### config.mk
export PLATFORM = sky130hd
export DESIGN_NAME = psu_queue
export DESIGN_NICKNAME = d
export VERILOG_FILES = /design/src/sv/psu_pkg.sv /design/src/sv/psu_queue.sv
export SDC_FILE = /design/constraint.sdc
export NUM_CORES = 1
export LEC_CHECK = 0
export BUFFER_PORTS_ARGS = -buffer_cell sky130_fd_sc_hd__buf_4
export CORE_MARGIN = 2
export CORE_UTILIZATION = 56
export CTS_CLUSTER_DIAMETER = 30
export CTS_CLUSTER_SIZE = 14
export DETAILED_ROUTE_END_ITERATION = 7
export GPL_TIMING_DRIVEN = 0
export HOLD_SLACK_MARGIN = 0.02
export PLACE_DENSITY = 0.84
export SETUP_SLACK_MARGIN = 0.02
export SLEW_MARGIN = 30
export SYNTH_ARGS = -nofsm -noshare
export SYNTH_HDL_FRONTEND = slang
export SYNTH_SLANG_ARGS = --single-unit
### constraint.sdc
create_clock -name clk_i -period 6.2 [get_ports clk_i]
set_input_delay 1.86 -clock clk_i [delete_from_list [all_inputs] [get_ports clk_i]]
set_output_delay 1.86 -clock clk_i [all_outputs]
set_load 0.01 [all_outputs]
### src/sv/psu_pkg.sv
// ----------------------------------------------------------------------------
// psu_pkg
// Shared types, register indexes and helper functions of the scanline
// unfilter: beat structs for both channels, the filter classes and Paeth.
// ----------------------------------------------------------------------------
`default_nettype none

package psu_pkg;

  localparam int unsigned BYTE_W      = 8;
  localparam int unsigned ROW_BYTES_W = 12;
  localparam int unsigned PIX_BYTES_W = 4;
  localparam int unsigned CFG_DATA_W  = 12;
  localparam int unsigned POS_W       = 12;
  // widest line-store index over the parameter range (65536 entries)
  localparam int unsigned IDX_FIELD_W = 16;
  // widest left-neighbor select over the parameter range (8 bytes)
  localparam int unsigned BPP_FIELD_W = 3;

  localparam logic [ROW_BYTES_W-1:0] ROW_BYTES_RST = 12'd4;
  localparam logic [PIX_BYTES_W-1:0] PIX_BYTES_RST = 4'd1;

  // filter-type byte codes of the stream
  localparam logic [BYTE_W-1:0] TYPE_NONE  = 8'd0;
  localparam logic [BYTE_W-1:0] TYPE_SUB   = 8'd1;
  localparam logic [BYTE_W-1:0] TYPE_UP    = 8'd2;
  localparam logic [BYTE_W-1:0] TYPE_AVG   = 8'd3;
  localparam logic [BYTE_W-1:0] TYPE_PAETH = 8'd4;

  typedef enum logic {
    CFG_ROW_BYTES   = 1'b0,
    CFG_PIXEL_BYTES = 1'b1
  } cfg_idx_e;

  typedef enum logic [2:0] {
    FILT_NONE,
    FILT_SUB,
    FILT_UP,
    FILT_AVG,
    FILT_PAETH
  } filt_e;

  typedef struct packed {
    logic [BYTE_W-1:0] data_byte;
    logic              image_start;
  } in_beat_t;

  typedef struct packed {
    logic [BYTE_W-1:0] pixel_byte;
    logic              row_last;
  } out_beat_t;

  // one classified data byte, passed from front to back
  typedef struct packed {
    logic [BYTE_W-1:0]      x;
    filt_e                  filt;
    logic                   first_row;
    logic                   new_row;
    logic                   last;
    logic [BPP_FIELD_W-1:0] bpp_sel;
    logic [IDX_FIELD_W-1:0] idx;
  } op_t;

  // unknown types reconstruct like type none
  function automatic filt_e classify(input logic [BYTE_W-1:0] code);
    filt_e f;
    case (code)
      TYPE_SUB:   f = FILT_SUB;
      TYPE_UP:    f = FILT_UP;
      TYPE_AVG:   f = FILT_AVG;
      TYPE_PAETH: f = FILT_PAETH;
      default:    f = FILT_NONE;
    endcase
    return f;
  endfunction

  function automatic logic [BYTE_W-1:0] paeth(input logic [BYTE_W-1:0] a,
                                              input logic [BYTE_W-1:0] b,
                                              input logic [BYTE_W-1:0] c);
    logic signed [9:0] p;
    logic signed [9:0] q;
    logic signed [9:0] s;
    logic [9:0]        pa;
    logic [9:0]        pb;
    logic [9:0]        pc;
    logic [BYTE_W-1:0] pick;
    p  = $signed({2'b00, b}) - $signed({2'b00, c});
    q  = $signed({2'b00, a}) - $signed({2'b00, c});
    s  = p + q;
    pa = (p < 0) ? 10'(-p) : 10'(p);
    pb = (q < 0) ? 10'(-q) : 10'(q);
    pc = (s < 0) ? 10'(-s) : 10'(s);
    if (pa <= pb && pa <= pc) begin
      pick = a;
    end else if (pb <= pc) begin
      pick = b;
    end else begin
      pick = c;
    end
    return pick;
  endfunction

endpackage

`default_nettype wire

### src/sv/psu_queue.sv
// ----------------------------------------------------------------------------
// psu_queue
// Two-entry op queue between front and back end.
// ----------------------------------------------------------------------------
`default_nettype none

module psu_queue (
  input  wire logic          clk_i,
  input  wire logic          rst_ni,
  input  wire logic          push_i,
  input  wire psu_pkg::op_t  push_op_i,
  output logic               full_o,
  input  wire logic          pop_i,
  output logic               head_valid_o,
  output psu_pkg::op_t       head_op_o
);

  localparam int unsigned DEPTH = 2;

  psu_pkg::op_t slot_q [DEPTH];
  logic         wr_ptr_q, rd_ptr_q;
  logic [1:0]   count_q;

  assign full_o       = (count_q == 2'(DEPTH));
  assign head_valid_o = (count_q != '0);
  assign head_op_o    = slot_q[rd_ptr_q];

  always_ff @(posedge clk_i) begin
    if (push_i) begin
      slot_q[wr_ptr_q] <= push_op_i;
    end
  end

  always_ff @(posedge clk_i or negedge rst_ni) begin
    if (!rst_ni) begin
      wr_ptr_q <= 1'b0;
      rd_ptr_q <= 1'b0;
      count_q  <= '0;
    end else begin
      if (push_i) begin
        wr_ptr_q <= !wr_ptr_q;
      end
      if (pop_i) begin
        rd_ptr_q <= !rd_ptr_q;
      end
      case ({push_i, pop_i})
        2'b10:   count_q <= count_q + 2'd1;
        2'b01:   count_q <= count_q - 2'd1;
        default: count_q <= count_q;
      endcase
    end
  end

endmodule

`default_nettype wire

# Yosys cells after proc, flatten, opt, wreduce, memory -nomap -nowiden

Memory sizes are Yosys's and may differ from the RTL's.
Cells that the tools add are included.

Word-level logic and storage cells: 16
Register bits: 4
Input bits: 37
Output and inout port bits: 35
Memories kept: 1
RAM bits: 66

Reductions and logical operators: 4
Add/subtract/negate cells: 2
Equality and inequality tests: 3
Muxes and demuxes: 3

Memory list:

| name   | words | width | read ports | clocked after Yosys merged registers in | wr ports | line            | text |
|---|---|---|---|---|---|---|---|
| slot_q | 2     | 33    | 1          | 0                                       | 1        | psu_queue.sv:20 | `psu_pkg::op_t slot_q [DEPTH];` |

Operator list:

| cell                                                               | count |
|---|---|
| 2-bit == test, second input constant                               | 2 |
| 2-bit case mux with 2 select lines                                 | 1 |
| 2-bit nonzero test                                                 | 2 |
| 2-bit by 1-bit adder with 2-bit output, second input constant      | 1 |
| 2-bit by 1-bit == test with 1-bit output, second input constant    | 1 |
| 1-bit zero test                                                    | 2 |
| 1-bit two-way mux                                                  | 2 |
| 2-bit by 1-bit subtractor with 2-bit output, second input constant | 1 |

# Depth between registers and ports, before layout

Depth after elaboration: 2
Depth in mapped cells: 5
Gate-level depth less buffers: 5

# Worst setup path before layout

OpenSTA, ideal clock, no wires.

Kind: input to register
From: input push_i
To: memory slot_q[0][0] (netlist name) (enable)
Setup time: 424 ps
Required time: 5,776 ps
Buffers on the path: 0
Slack: 2,470 ps
Arrival: 3,307 ps
Stages: 2
Path through: inv_1 -> nor2_1

Cells in the longest elaborated chain, start to end: 2

RTL lines:

| item                                    | line            | text |
|---|---|---|
| start: declaration                      | psu_queue.sv:10 | `input wire logic push_i,` |
| 1-bit two-way mux                       | psu_queue.sv:29 | `if (push_i) begin` |
| 1-bit two-way mux (not written as such) | psu_queue.sv:30 | `slot_q[wr_ptr_q] <= push_op_i;` |
| end: declaration                        | psu_queue.sv:20 |  |

Every way passes these cells.

==> results.txt <==
Status -> complete, no violations
Sum of overflow across all layers after global routing -> 0
Highest clock rate -> 0.3015 GHz
Post-DR wirelength/cell -> 16.89 um
Detailed placement HPWL -> 3090 um
Count of state elements after synthesis -> 70
Worst supply voltage drop on vdd -> 0.2804 mV
Filler-free cell count of the finished design -> 261
Register-to-Register Setup Slack -> 4.70 ns
Unrepaired setup endpoints after global routing -> no
Pin count of the biggest net entering global routing -> 26
Setup tns final -> 0 ns
Horizontal die dimension -> 73.70 um
Total number of placement rows -> 25
Cell count along the critical path -> 4
Vias in the first global route -> 1404
Root buf cell -> sky130_fd_sc_hd__clkbuf_8
GRT Resource Usage Total -> 17.41%
Io pins -> 72
Crit Path Class -> reg2out
Critical Path Sink Type -> output port
Violation count after the first detailed-routing iteration -> 77
Leading cell type in the layout, fill and taps excluded -> sky130_fd_sc_hd__buf_4
Overall die height -> 73.70 um
CTS-repair resized insts -> 0
Syn nets -> 157
Number of nets in the finished design -> 241
Number of distinct standard cells referenced by the synthesized netlist -> 14
Clock Sinks -> 70
Drc violations -> 0
Static Leakage -> 0.001444 uW
Number of post-CTS setup repair buffers -> 0
Area of the placeable core -> 4692 um2
Post-synthesis average cell area -> 22.86 um2
Placed Cells -> 246
Startpoint of the most critical register-to-register path -> wr_ptr_q
Count of hold-fix buffers inserted at cts -> 0
Number of antenna violations at the first check in global routing -> 0
Fin crit period -> 3.316 ns
Gate count of the mapped netlist -> 119
CP top delay family -> buffers and inverters
Fin. Hold Viols -> 0
First-pass GRT wire length -> 6644 um
Clock latency reported for the late side of the worst-skew pair -> 0.34 ns
Initial Util -> 57.97%
Buffers and inverters on the worst path -> 3
Final worst clock skew -> 0.005758 ns
Number of cell instances on the worst register-to-register path -> 2
Critical register-to-register path endpoint -> slot_q[0][5]
Clock transition at the register clock pins on the worst setup and hold paths after CTS -> 0.06 ns
Global placement routability congestion -> 0.6519
Worst path arrival time -> 1.46 ns
Power Dens Cells -> 448.2 nW/um2
Crit path to -> head_op_o[24]
Part of the Yosys area used for sequential elements -> 76.54%
Crit share post-route -> 53.49%
Tot Pwr -> 1588 uW
Post-detailed-route via-to-cell ratio -> 5.031
Maxcap violations -> 0
Worst path required time -> 4.34 ns
Max-slew violation total from the final report -> 0
Vias after detailed routing -> 1313
Worst-path fanout max -> 10
Number of buffers added by the clock tree synthesis step -> 9
Clock tree from TritonCTS -> done
Slew at the pin closest to its max-slew limit -> 0.6414 ns
Clock tree buffer depth -> 2
Leading cell types in the layout, fill and taps excluded -> 71 x sky130_fd_sc_hd__buf_4, 66 x sky130_fd_sc_hd__edfxtp_1, 29 x sky130_fd_sc_hd__mux2_4, 9 x sky130_fd_sc_hd__clkbuf_8
N_diodes -> 0
Area growth from synthesis to layout -> 30.27%
Cell chain of the critical path -> buf_6 > buf_12 > mux2_4 > buf_4
Filler Cells Inserted -> 282
Endpoints failing setup -> 0
Area occupied by registers -> 2082 um2
Slowest stage delay, CP -> 0.37 ns
Area of the mapped netlist -> 2720 um2
TritonRoute pass-1 iters -> 4
Number of port buffers -> 71
Antenna-violating nets left -> 0
Worst rel slew slack -> 57.14%
Layout cell share with drive strength beyond 1 -> 60.87%
Area taken by multi-input logic gates -> 571.8 um2
Total length of routed wires -> 4408 um
Worst Setup Start Kind -> flop
Max H-tree Level -> 3
Final-layout worst hold slack -> 0.4843 ns
Kind of path behind the tightest hold check -> reg2reg
Yosys synthesis warning count -> 0
Slowest stage cell on the critical path -> sky130_fd_sc_hd__dfrtp_1
Die area -> 5431 um2
Worst setup path startpoint -> rd_ptr_q
## how the worst min path moves through the flow
stage | startpoint | end | slack [ns] | depth (start not counted)
after detailed placement | count_q[1] | count_q[1] | 0.47 | 1
final | count_q[1] | count_q[1] | 0.48 | 1
after CTS | count_q[1] | count_q[1] | 0.48 | 1
after global placement | count_q[1] | count_q[1] | 0.46 | 1
after floorplan | count_q[1] | count_q[1] | 0.45 | 1
after global routing | count_q[1] | count_q[1] | 0.50 | 1
## synth_stat cells
master / count / share of area [%]
sky130_fd_sc_hd__ha_1: 1 / 0.46
sky130_fd_sc_hd__mux2_4: 29 / 16
sky130_fd_sc_hd__inv_1: 1 / 0.14
sky130_fd_sc_hd__mux2_2: 4 / 1.7
sky130_fd_sc_hd__buf_12: 3 / 2.2
sky130_fd_sc_hd__dfrtp_1: 4 / 3.7
sky130_fd_sc_hd__xnor2_1: 2 / 0.64
sky130_fd_sc_hd__and2_1: 1 / 0.23
sky130_fd_sc_hd__nor2b_1: 1 / 0.23
sky130_fd_sc_hd__or2_2: 1 / 0.23
sky130_fd_sc_hd__edfxtp_1: 66 / 73
sky130_fd_sc_hd__xor2_1: 3 / 0.97
sky130_fd_sc_hd__buf_6: 1 / 0.41
sky130_fd_sc_hd__nor2_1: 2 / 0.28
## cell families after synthesis
logic type	count (synthesis)	share of synthesized area (%)
xor gates and xnor gates	5	1.610
muxes	33	17.66
buffers and inverters	5	2.760
adders and majority gates	1	0.4599
and+or+nand+nor	5	0.9665
DFF	70	76.54
## power by group
part	internal [uW]	leakage, uW	total (uW)	switching [uW]
sequential	630	0.000666	663	32.7
clock	181	0.0000896	334	154
combinational	346	0.000688	591	246
## registers in the layout, indices dropped and copies added (netlist names)
name,cells
rd_ptr_q,1
slot_q,66
count_q,2
wr_ptr_q,1
## final cells by class
type	instances	area share (%)
Buffer	4	2.013
Clock buffer	10	3.602
Clock inverter	5	1.448
Inverter	1	0.1059
Multi-Input combinational cell	44	16.14
Sequential cell	70	58.76
Tap cell	54	1.907
Timing Repair Buffer	73	16.03
## routing by layer
layer / vias to the layer above / GRT usage [%] / wire, um
met5: - / 0 / 0
met3: 11 / 6.584 / 265
met1: 632 / 19.96 / 1759
li1: 623 / - / -
met4: 0 / 9.091 / 110
met2: 47 / 28.37 / 2272
## stage by stage
step | utilization [%] | setup WS, ns | cell area [um2]
6_report | 75.52 | 2.884 | 3543
5_1_grt | 75.52 | 2.840 | 3543
4_1_cts | 75.52 | 2.861 | 3543
3_5_place_dp | 71.71 | 3.097 | 3364
3_3_place_gp | 70.77 | 1.751 | 3321
2_1_floorplan | - | 2.470 | 2720
Note: power is estimated with default switching activity, not from simulation.
