**src/sv/psu_pkg.sv**
```systemverilog
// ----------------------------------------------------------------------------
// psu_pkg
// Shared types, register indexes and helper functions of the scanline
// unfilter: beat structs for both channels, the filter classes and Paeth.
// ----------------------------------------------------------------------------
`default_nettype none

package psu_pkg;

  localparam int unsigned BYTE_W      = 8;
  localparam int unsigned ROW_BYTES_W = 12;
  localparam int unsigned PIX_BYTES_W = 4;
  localparam int unsigned CFG_DATA_W  = 12;
  localparam int unsigned POS_W       = 12;
  // widest line-store index over the parameter range (65536 entries)
  localparam int unsigned IDX_FIELD_W = 16;
  // widest left-neighbor select over the parameter range (8 bytes)
  localparam int unsigned BPP_FIELD_W = 3;

  localparam logic [ROW_BYTES_W-1:0] ROW_BYTES_RST = 12'd4;
  localparam logic [PIX_BYTES_W-1:0] PIX_BYTES_RST = 4'd1;

  // filter-type byte codes of the stream
  localparam logic [BYTE_W-1:0] TYPE_NONE  = 8'd0;
  localparam logic [BYTE_W-1:0] TYPE_SUB   = 8'd1;
  localparam logic [BYTE_W-1:0] TYPE_UP    = 8'd2;
  localparam logic [BYTE_W-1:0] TYPE_AVG   = 8'd3;
  localparam logic [BYTE_W-1:0] TYPE_PAETH = 8'd4;

  typedef enum logic {
    CFG_ROW_BYTES   = 1'b0,
    CFG_PIXEL_BYTES = 1'b1
  } cfg_idx_e;

  typedef enum logic [2:0] {
    FILT_NONE,
    FILT_SUB,
    FILT_UP,
    FILT_AVG,
    FILT_PAETH
  } filt_e;

  typedef struct packed {
    logic [BYTE_W-1:0] data_byte;
    logic              image_start;
  } in_beat_t;

  typedef struct packed {
    logic [BYTE_W-1:0] pixel_byte;
    logic              row_last;
  } out_beat_t;

  // one classified data byte, passed from front to back
  typedef struct packed {
    logic [BYTE_W-1:0]      x;
    filt_e                  filt;
    logic                   first_row;
    logic                   new_row;
    logic                   last;
    logic [BPP_FIELD_W-1:0] bpp_sel;
    logic [IDX_FIELD_W-1:0] idx;
  } op_t;

  // unknown types reconstruct like type none
  function automatic filt_e classify(input logic [BYTE_W-1:0] code);
    filt_e f;
    case (code)
      TYPE_SUB:   f = FILT_SUB;
      TYPE_UP:    f = FILT_UP;
      TYPE_AVG:   f = FILT_AVG;
      TYPE_PAETH: f = FILT_PAETH;
      default:    f = FILT_NONE;
    endcase
    return f;
  endfunction

  function automatic logic [BYTE_W-1:0] paeth(input logic [BYTE_W-1:0] a,
                                              input logic [BYTE_W-1:0] b,
                                              input logic [BYTE_W-1:0] c);
    logic signed [9:0] p;
    logic signed [9:0] q;
    logic signed [9:0] s;
    logic [9:0]        pa;
    logic [9:0]        pb;
    logic [9:0]        pc;
    logic [BYTE_W-1:0] pick;
    p  = $signed({2'b00, b}) - $signed({2'b00, c});
    q  = $signed({2'b00, a}) - $signed({2'b00, c});
    s  = p + q;
    pa = (p < 0) ? 10'(-p) : 10'(p);
    pb = (q < 0) ? 10'(-q) : 10'(q);
    pc = (s < 0) ? 10'(-s) : 10'(s);
    if (pa <= pb && pa <= pc) begin
      pick = a;
    end else if (pb <= pc) begin
      pick = b;
    end else begin
      pick = c;
    end
    return pick;
  endfunction

endpackage

`default_nettype wire

```
**src/sv/psu_front.sv**
```systemverilog
// ----------------------------------------------------------------------------
// psu_front
// Input side: tracks the row position, latches the filter type of each row
// and turns every data byte into a self-contained op for the back end.
// ----------------------------------------------------------------------------
`default_nettype none

module psu_front #(
  parameter int unsigned MAX_ROW_BYTES   = 2048,
  parameter int unsigned MAX_PIXEL_BYTES = 8
) (
  input  wire logic                                clk_i,
  input  wire logic                                rst_ni,
  input  wire logic                                in_valid_i,
  output logic                                     in_ready_o,
  input  wire psu_pkg::in_beat_t                   in_beat_i,
  input  wire logic [psu_pkg::ROW_BYTES_W-1:0]     row_bytes_i,
  input  wire logic [psu_pkg::PIX_BYTES_W-1:0]     pix_bytes_i,
  input  wire logic                                full_i,
  output logic                                     push_o,
  output psu_pkg::op_t                             push_op_o
);

  // wide enough for positions, lengths and MAX_ROW_BYTES itself
  localparam int unsigned CW = 18;

  logic [psu_pkg::POS_W-1:0] pos_q, pos_d;
  psu_pkg::filt_e            filt_q, filt_d;
  logic                      first_q, first_d;

  logic                         fire;
  logic                         is_filter;
  logic [CW-1:0]                len;
  logic [CW-1:0]                idx;
  logic                         last;
  logic [psu_pkg::PIX_BYTES_W-1:0] bpp;

  assign in_ready_o = !full_i;
  assign fire       = in_valid_i && in_ready_o;
  assign is_filter  = in_beat_i.image_start || (pos_q == '0);

  always_comb begin
    // clamp row length and pixel size into range
    len = CW'(row_bytes_i);
    if (len == '0) begin
      len = CW'(1);
    end
    if (len > CW'(MAX_ROW_BYTES)) begin
      len = CW'(MAX_ROW_BYTES);
    end
    bpp = pix_bytes_i;
    if (bpp == '0) begin
      bpp = psu_pkg::PIX_BYTES_W'(1);
    end
    if (bpp > psu_pkg::PIX_BYTES_W'(MAX_PIXEL_BYTES)) begin
      bpp = psu_pkg::PIX_BYTES_W'(MAX_PIXEL_BYTES);
    end
    idx = CW'(pos_q) - CW'(1);
    if (idx >= CW'(MAX_ROW_BYTES)) begin
      idx = CW'(MAX_ROW_BYTES - 1);
    end
    last = (idx + CW'(1)) >= len;
  end

  always_comb begin
    pos_d   = pos_q;
    filt_d  = filt_q;
    first_d = first_q;
    if (fire) begin
      if (is_filter) begin
        filt_d = psu_pkg::classify(in_beat_i.data_byte);
        pos_d  = psu_pkg::POS_W'(1);
        if (in_beat_i.image_start) begin
          first_d = 1'b1;
        end
      end else if (last) begin
        pos_d   = '0;
        first_d = 1'b0;
      end else begin
        pos_d = psu_pkg::POS_W'(idx + CW'(2));
      end
    end
  end

  always_ff @(posedge clk_i or negedge rst_ni) begin
    if (!rst_ni) begin
      pos_q   <= '0;
      filt_q  <= psu_pkg::FILT_NONE;
      first_q <= 1'b1;
    end else begin
      pos_q   <= pos_d;
      filt_q  <= filt_d;
      first_q <= first_d;
    end
  end

  assign push_o              = fire && !is_filter;
  assign push_op_o.x         = in_beat_i.data_byte;
  assign push_op_o.filt      = filt_q;
  assign push_op_o.first_row = first_q;
  assign push_op_o.new_row   = (pos_q == psu_pkg::POS_W'(1));
  assign push_op_o.last      = last;
  assign push_op_o.bpp_sel   = psu_pkg::BPP_FIELD_W'(bpp - psu_pkg::PIX_BYTES_W'(1));
  assign push_op_o.idx       = psu_pkg::IDX_FIELD_W'(idx);

endmodule

`default_nettype wire

```
**config.mk**
```make
export PLATFORM = sky130hd
export DESIGN_NAME = psu_front
export DESIGN_NICKNAME = d
export VERILOG_FILES = /design/src/sv/psu_pkg.sv /design/src/sv/psu_front.sv
export SDC_FILE = /design/constraint.sdc
export NUM_CORES = 1
export LEC_CHECK = 0
export ABC_AREA = 1
export BUFFER_PORTS_ARGS = -buffer_cell sky130_fd_sc_hd__buf_2
export CAP_MARGIN = 15
export CORE_ASPECT_RATIO = 0.6
export CORE_UTILIZATION = 45
export DETAILED_ROUTE_END_ITERATION = 8
export HOLD_SLACK_MARGIN = 0.1
export PLACE_DENSITY = 0.74
export SLEW_MARGIN = 20
export SYNTH_ARGS = -nofsm -noshare
export SYNTH_HDL_FRONTEND = slang
export SYNTH_SLANG_ARGS = --single-unit
```
**constraint.sdc**
```tcl
create_clock -name clk_i -period 3.3 [get_ports clk_i]
set_clock_uncertainty 0.1 [all_clocks]
set_input_delay 0 -clock clk_i [delete_from_list [all_inputs] [get_ports clk_i]]
set_output_delay 0 -clock clk_i [all_outputs]
set_load 0.01 [all_outputs]
```
* Yosys cells after proc, flatten, opt, wreduce, memory -nomap -nowiden
Cells that the tools add are included.
Word-level totals: word-level logic and storage cells 39, bits in registers 16, output and inout port bits 35, input port bits 29
Cells by class: $add $sub $neg 4, muxes and demuxes 11, equal/unequal tests 6, reduce and logical (&&, ||, !) cells 11, $lt $le $gt $ge 4
Operators with widths (count):
- 12-bit 2-to-1 mux | 4
- 12-bit logical NOT | 2
- 18-bit by 1-bit adder with 18-bit output, second input constant | 1
- 18-bit by 12-bit >= comparator with 1-bit output, second input constant | 1
- 18-bit >= comparator | 1
- 18-bit by 12-bit greater-than comparator with 1-bit output, second input constant | 1
- 18-bit 2-to-1 mux | 1
- 8-bit by 2-bit == test with 1-bit output, second input constant | 2
- 12-bit by 1-bit subtractor with 13-bit output, second input constant | 1
- 12-bit by 2-bit adder with 12-bit output, second input constant | 1
- 12-bit by 1-bit == test with 1-bit output, second input constant | 1
- 3-bit case mux with 4 select lines | 1
- 8-bit by 1-bit == test with 1-bit output, second input constant | 1
- 8-bit by 3-bit == test with 1-bit output, second input constant | 1
- 4-bit greater-than comparator, second input constant | 1
- 4-bit logical NOT | 1
- 4-bit 2-to-1 mux | 1
- 1-bit 2-to-1 mux | 3
- 3-bit 2-to-1 mux | 1
- 3-bit AND reduction | 1
- 3-bit by 1-bit subtractor with 3-bit output, second input constant | 1
- 1-bit logical AND | 2
- 1-bit logical NOT | 2
- 2-bit != test, second input constant | 1
- 3 further kinds | 3

* Longest topological paths before layout
Gate-level depths: netlist (run 1).
word-level depth 7, mapped depth 27, gate-level depth less buffers 26

* Worst setup path after synthesis (run 1)
Ideal clock, no wire load.
path type register to register, start point register pos_q[0] (netlist name), end point register pos_q[11] (netlist name), data arrival time 3.232 ns, period minus slack after synthesis 3.415 ns, path slack -0.115 ns, buffers on the path 1, library setup time 0.083 ns, stages on the path, launching flop included 25, data required time 3.117 ns, path through dfrtp_1 > inv_2 > ha_1 > nand3_4 > nor2_8 > nand2_4 > nand3_4 > inv_4 > nand2_2 > ha_1 > nand2_1 > nor2_2 > nand3_1 > nand2_1 > inv_1 > ha_1 > a21oi_1 > o21a_1 > nand2_1 > nand2_1 > nand4_1 > nor2_1 > buf_2 > nand4_1 > o21ai_0
RTL lines:
- start: declaration | RTL line psu_front.sv:27 | logic [psu_pkg::POS_W-1:0] pos_q, pos_d;
- start signal: assignment | RTL line psu_front.sv:91 | pos_q <= pos_d;

* Worst setup path after layout (run 1)
start point register pos_q[2] (netlist name), end point register pos_q[2] (netlist name)
On the way: word-level cells in the longest chain between the ends 7, elaborated cells on any way between the ends 10, those cells by class add/sub (3); order compare (2); mux (3); reduce/logical (2)
Ends and longest elaborated chain:
- 12-bit by 1-bit subtractor with 13-bit output | RTL line psu_front.sv:58 | idx = CW'(pos_q) - CW'(1);
- 18-bit by 12-bit >= comparator with 1-bit output | RTL line psu_front.sv:59 | if (idx >= CW'(MAX_ROW_BYTES)) begin
- 18-bit 2-to-1 mux | RTL line psu_front.sv:59
- 18-bit by 1-bit adder with 18-bit output | RTL line psu_front.sv:62 | last = (idx + CW'(1)) >= len;
- 18-bit >= comparator | RTL line psu_front.sv:62
- 12-bit 2-to-1 mux | RTL line psu_front.sv:76 | end else if (last) begin
- 12-bit 2-to-1 mux * | RTL line psu_front.sv:70 | if (is_filter) begin
Mark *: on every way between the ends. The rest lies on a longest branch, timed or not. A chain may end at the register's enable or synchronous reset.

==> key figures, run 1 <==
Floorplanning
  • Die Y: 54.6 um
  • DIE AREA: 0.00490 mm2
  • Core Box Area: 0.00426 mm2
  • Number of placed I/O pins: 64
  • Starting Density: 48.8%
  • Rows: 18
  • Die W: 89.7 um

Worst setup path
  • CP max FO: 6
  • CP endpoint kind: register
  • Critical path class: reg -> reg
  • Startpoint types: register
  • Worst Path Arrival: 3.72 ns
  • Worst path required time: 3.36 ns

Finish
  • Commonest non-fill, non-tap cell in the layout: buf_4
  • Net total in the final layout: 487
  • Layout cell share with drive strength beyond 1: 53.2%
  • Antenna Cells: 0
  • Commonest cells after routing, fill and taps aside: 73 x buf_4, 57 x buf_2, 50 x nand2_1
  • Area growth, synth to finish: 64.2%
  • Fillers: 244

Clock tree
  • Clock Sink Count: 16
  • CTS tree: yes
  • CTS clk-pin slew, worst paths: 0.06 ns
  • Clock root cell: clkbuf_8
  • CTS Buf Count: 3
  • Latest clock arrival within the worst-skew pair: 0.26 ns
  • H-tree Lvls: 1
  • CTS max path bufs: 2

Hold path
  • HP Class: in -> out

Timing
  • Max-slew headroom: 62.4%
  • Final hold violations: 0
  • Fin crit period: 3.66 ns
  • Final period util: 111%
  • Worst Tran Pin Value: 0.558 ns
  • Fmax: 0.273 GHz
  • Slew Limit Fails: 0
  • Final setup fails: 14
  • RSZ-0062 raised after global routing: true
  • Setup WS post-layout: -0.358 ns
  • Hold slack: 0.0991 ns

Global route
  • First-pass GRT wire length: 10900 um
  • Largest net degree at the start of global routing: 12
  • GRT Residual Overflow: 0
  • Antenna violations before repair: 0
  • Vias in the first global route: 2245
  • Gr usage total: 29.4%

Yosys
  • Synth warn: 0
  • Post-synthesis cell area: 0.00208 mm2
  • Synth Instances: 300
  • Syn_area_per_cell: 6.92 um2
  • Synth Register Bits: 16
  • Yosys cell types: 38
  • Sequential share of the synthesized area: 19.3%

Routing
  • Drt total wl: 9090 um
  • DR WL/cell: 18.2 um
  • Drt drc: 0
  • Starting DRT DRC Count: 362
  • Post-route ant nets: 0
  • DR pass1 iterations: 5
  • Via count: 2810
  • Vias per cell: 5.62

Place
  • # port buffers: 58
  • Final Wtd Congestion: 0.872
  • HPWL Detailed: 5280 um

Flow run
  • Max cap viols: 0

Status
  • Outcome: complete, but fails checks
  • Failing checks: setup timing
-- per-stage QoR --
stage / cells / setup TNS [ns] / instance area [um2] / setup WS, ns / utilization, %
after floorplan: 304 / 0 / 2110 / 0.00221 / -
after global placement: 465 / -4.39 / 2800 / -0.445 / 65.8
after detailed placement: 465 / -5.70 / 2800 / -0.545 / 65.8
after CTS: 485 / -0.00120 / 3100 / -0.00120 / 72.8
after global routing: 500 / -6.13 / 3410 / -0.536 / 80.1
final: 500 / -3.94 / 3410 / -0.358 / 80.1
-- cells by family after synthesis --
| group | synth area share [%] |
|---|---|
| XOR/XNOR | 5.90 |
| AO/OA/AOI/OAI | 8.31 |
| adder cells (fa/ha/maj) | 10.2 |
| AND/OR/NAND/NOR | 43.0 |
| other | 0.181 |
| flip-flops | 19.3 |
| buffers and inverters | 13.0 |
-- state kept, by name (all words and copies together), names as in the netlist --
register,flops
pos_q,12
first_q,1
filt_q,3
-- cells in the mapped netlist, drive strengths merged --
master	count	area, um2
nor2	37	200
o211ai	1	7.51
nand2	82	363
nand3	29	210
a22o	1	8.76
nor3b	1	12.5
dfrtp	15	375
and2	1	6.26
ha	17	213
xnor2	2	17.5
o21a	1	7.51
conb	1	3.75
inv	40	153
o2111ai	1	8.76
o22ai	1	6.26
xor2	12	105
a21oi	12	63.8
buf	16	118
o21ai	14	70.1
nand3b	1	7.51
nand4	5	31.3
nor3	4	31.3
or2	1	6.26
nor4	4	25.0
dfstp	1	26.3
-- final cells by class --
class | instances | area (um2) | area share [%]
clock buffer | 4 | 45.0 | 1.32
inverter | 40 | 158 | 4.62
multi-input combinational | 233 | 1720 | 50.5
sequential | 16 | 402 | 11.8
tap | 60 | 75.1 | 2.20
timing repair buffer | 147 | 1010 | 29.6
-- per-layer routing --
metal	track usage [%]	wire length (um)	vias up
li1	-	-	1244
met1	41.0	3510	1293
met2	46.5	3990	222
met3	7.22	1140	51
met4	6.01	451	0
met5	0	0	-
-- what timing repair did --
| action | 4_1_cts | 5_1_grt |
|---|---|---|
| hold endpoints to repair | 24 | 0 |
| pin swaps | 17 | 46 |
| cloned | 0 | 1 |
| endpoints found under the setup margin | 13 | 14 |
| gates resized for setup | 24 | 51 |
| hold buffers | 12 | 0 |
| setup buffers | 4 | 14 |
-- worst max-delay path, cell delays in order (launching register included) --
cell,delay [ns]
dfrtp_1,0.41
nor2_2,0.16
nand2_2,0.09
buf_4,0.15
nor2_4,0.15
nand2_1,0.12
nand2_2,0.08
nand2_2,0.08
nand3_4,0.11
nand2_4,0.10
nor3_4,0.36
buf_4,0.17
nand3_1,0.07
nand2_2,0.10
ha_4,0.20
nand2_2,0.09
inv_1,0.09
o2111ai_1,0.14
nand4_1,0.17
buf_6,0.17
nor2_4,0.23
nand2_1,0.10
o21ai_0,0.10
-- final timing paths --
kind / from / to / slack [ns] / cells past startpoint
setup / recovery: pos_q[2]$_DFFE_PN0P_ / pos_q[2]$_DFFE_PN0P_ / -0.36 / 22
hold / removal: in_beat_i[6] / push_op_o[30] / 0.1 / 2
setup reg to reg: pos_q[2]$_DFFE_PN0P_ / pos_q[2]$_DFFE_PN0P_ / -0.36 / 22
hold reg to reg: pos_q[10]$_DFFE_PN0P_ / pos_q[10]$_DFFE_PN0P_ / 0.40 / 2
max in group asynchronous: rst_ni / pos_q[9]$_DFFE_PN0P_ / 1.47 / 4
min in group asynchronous: rst_ni / pos_q[3]$_DFFE_PN0P_ / 0.58 / 3
Power of run 1 is left out: the tool's default activity adds up to more than one toggle a clock period on the data nets, which glitch-free logic cannot reach.
==> inputs of run 2 (changes only) <==
--- a/config.mk
+++ b/config.mk
@@ -6,13 +6,12 @@
 export NUM_CORES = 1
 export LEC_CHECK = 0
 export ABC_AREA = 1
-export BUFFER_PORTS_ARGS = -buffer_cell sky130_fd_sc_hd__buf_2
 export CAP_MARGIN = 15
 export CORE_ASPECT_RATIO = 0.6
 export CORE_UTILIZATION = 45
 export DETAILED_ROUTE_END_ITERATION = 8
+export DONT_BUFFER_PORTS = 1
 export HOLD_SLACK_MARGIN = 0.1
-export PLACE_DENSITY = 0.74
 export SLEW_MARGIN = 20
 export SYNTH_ARGS = -nofsm -noshare
 export SYNTH_HDL_FRONTEND = slang
==> key figures, run 2 (same netlist as run 1, synthesis figures left out) <==
Finish
  • Post-route cell area: 0.00339 mm2 (-0.62%)
  • Commonest non-fill, non-tap cell in the layout: buf_4
  • Net total in the final layout: 456 (-6.4%)
  • Layout cell share with drive strength beyond 1: 48.4% (-4.8 points)
  • Max reg flops: 12 (unchanged)
  • Fin util: 79.6% (-0.50 points)
  • Area growth, synth to finish: 63.2%
  • Antenna Cells: 0 (unchanged)
  • Biggest register: pos_q
  • Top flop regs: pos_q (12), filt_q (3), first_q (1)
  • Commonest cells after routing, fill and taps aside: 92 x buf_4, 56 x nand2_1, 26 x inv_1

Routing
  • Starting DRT DRC Count: 188 (-48%)
  • DR WL/cell: 16.6 um (-8.6%)
  • Via count: 2528 (-10%)
  • Vias per cell: 5.39 (-4.1%)
  • Post-route ant nets: 0 (unchanged)
  • Drt drc: 0 (unchanged)
  • Drt total wl: 7790 um (-14%)
  • DR pass1 iterations: 5 (unchanged)

Worst setup path
  • Reg2Reg Setup Slack: -0.17 ns (+0.19 ns)
  • Startpoint types: register
  • CP endpoint kind: register
  • Reg-to-Reg Start: pos_q[6]$_DFFE_PN0P_
  • CP max FO: 6 (unchanged)
  • Worst Path Arrival: 3.55 ns (-0.17 ns)
  • Critical path class: reg -> reg
  • Worst reg2reg path depth: 24 (+9.1%)
  • End of the worst register-to-register path: pos_q[11]$_DFFE_PN0P_
  • Worst path required time: 3.38 ns (+0.02 ns)

Timing
  • Worst Tran Pin Value: 0.788 ns (+0.229 ns)
  • Setup WS post-layout: -0.170 ns (+0.188 ns)
  • Fin Setup TNS: -1.73 ns (+2.20 ns)
  • Slew Limit Fails: 0 (unchanged)
  • RSZ-0062 raised after global routing: true
  • Fmax: 0.288 GHz (+5.4%)
  • Final setup fails: 13 (-1)
  • Fin crit period: 3.47 ns (-0.188 ns)
  • Final hold violations: 0 (unchanged)
  • Max-slew headroom: 47.3% (-15 points)
  • Final period util: 105% (-5.7 points)

Floorplanning
  • Die W: 89.7 um (unchanged)
  • Core Box Area: 0.00426 mm2 (unchanged)
  • DIE AREA: 0.00490 mm2 (unchanged)
  • Die Y: 54.6 um (unchanged)
  • Number of placed I/O pins: 64 (unchanged)
  • Rows: 18 (unchanged)
  • Starting Density: 48.8% (unchanged)

Place
  • HPWL Detailed: 4980 um (-5.6%)
  • # port buffers: 0 (-100%)
  • Post-placement cell area: 0.00260 mm2 (-7.1%)
  • Pre-CTS WS: -0.553 ns (-0.00760 ns)
  • Final Wtd Congestion: 0.894 (+2.5%)

Global route
  • Largest net degree at the start of global routing: 17 (+5)
  • Antenna violations before repair: 0 (unchanged)
  • Gr usage total: 28.7% (-0.70 points)
  • GRT Residual Overflow: 0 (unchanged)
  • Vias in the first global route: 2133 (-5.0%)
  • First-pass GRT wire length: 10600 um (-2.7%)

Hold path
  • HP Class: in -> out
  • Hold Path End: push_op_o[18]
  • Hold Crit Start: pix_bytes_i[3]
  • Hold Crit Depth: 3 (+1)

Status
  • Failing checks: setup timing
  • Outcome: complete, but fails checks

Clock tree
  • CTS tree: yes
  • Clock Sink Count: 16 (unchanged)
  • H-tree Lvls: 1 (unchanged)
  • Latest clock arrival within the worst-skew pair: 0.26 ns (about the same)
  • CTS Buf Count: 3 (unchanged)
  • CTS clk-pin slew, worst paths: 0.07 ns (about the same)
  • Clock root cell: clkbuf_8
  • CTS max path bufs: 2 (unchanged)

Flow run
  • Max cap viols: 0 (unchanged)
run 2: what timing repair did:
action	CTS	global route
setup buffers	15	12
gates cloned	1	0
pin swaps	23	44
gates resized for setup	30	55
hold endpoints to repair	35	0
hold buffers	18	0
endpoints found under the setup margin	13	14
run 2: metal layers:
| layer | up-vias | routed length (um) | track usage (%) | part of all wire [%] |
|---|---|---|---|---|
| met4 | 0 | 95 | 4.64 | 1.2 |
| met5 | - | 0 | 0 | 0 |
| met2 | 140 | 3510 | 45.0 | 45 |
| met3 | 14 | 770 | 5.69 | 9.9 |
| li1 | 1173 | - | - | - |
| met1 | 1201 | 3410 | 41.4 | 44 |
run 2: worst max-delay path, cell delays in order, from the launching register on:
cell and delay, ns:
dfrtp_2 0.45, nor2_2 0.12, nand2_2 0.07, nor2_4 0.16, nand2_2 0.10, buf_4 0.15
nand2_4 0.08, nand2_8 0.08, nand3_4 0.11, buf_4 0.13, inv_2 0.04, nor2_4 0.13
nand2_2 0.07, xor2_1 0.15, ha_1 0.32, a21oi_2 0.19, o21ai_1 0.09, nand2_1 0.06
nand2_1 0.05, nand2_1 0.05, nand4_1 0.09, buf_6 0.16, nor2_4 0.22, nand4_1 0.11
o21ai_1 0.10
run 2: worst max-delay path by stage:
stage | start | endpoint | slack [ns] | cells past startpoint
after floorplan | pos_q[0]$_DFFE_PN0P_ | pos_q[11]$_DFFE_PN0P_ | 0.002 | 24
after global placement | pos_q[1]$_DFFE_PN0P_ | pos_q[6]$_DFFE_PN0P_ | -0.48 | 24
after detailed placement | pos_q[1]$_DFFE_PN0P_ | pos_q[11]$_DFFE_PN0P_ | -0.55 | 24
after CTS | pos_q[5]$_DFFE_PN0P_ | pos_q[11]$_DFFE_PN0P_ | 0.00007 | 25
after global routing | pos_q[1]$_DFFE_PN0P_ | pos_q[11]$_DFFE_PN0P_ | -0.35 | 24
final | pos_q[6]$_DFFE_PN0P_ | pos_q[11]$_DFFE_PN0P_ | -0.17 | 24
run 2: cell type report:
| class | count | area [um2] |
|---|---|---|
| multi-input combinational | 233 | 1750 |
| timing repair buffer | 116 | 947 |
| fill | 266 | 867 |
| sequential | 16 | 403 |
| inverter | 40 | 160 |
| tap | 60 | 75.1 |
| clock buffer | 4 | 55.1 |
run 2: per-stage QoR:
stage | cells | hold WS [ns]
after detailed placement | 419 | -0.395
after global routing | 469 | 0.134
after CTS | 457 | 0.102
final | 469 | 0.113
after floorplan | 304 | -0.396
after global placement | 419 | -0.395
Power of run 2 is left out for the same reason.
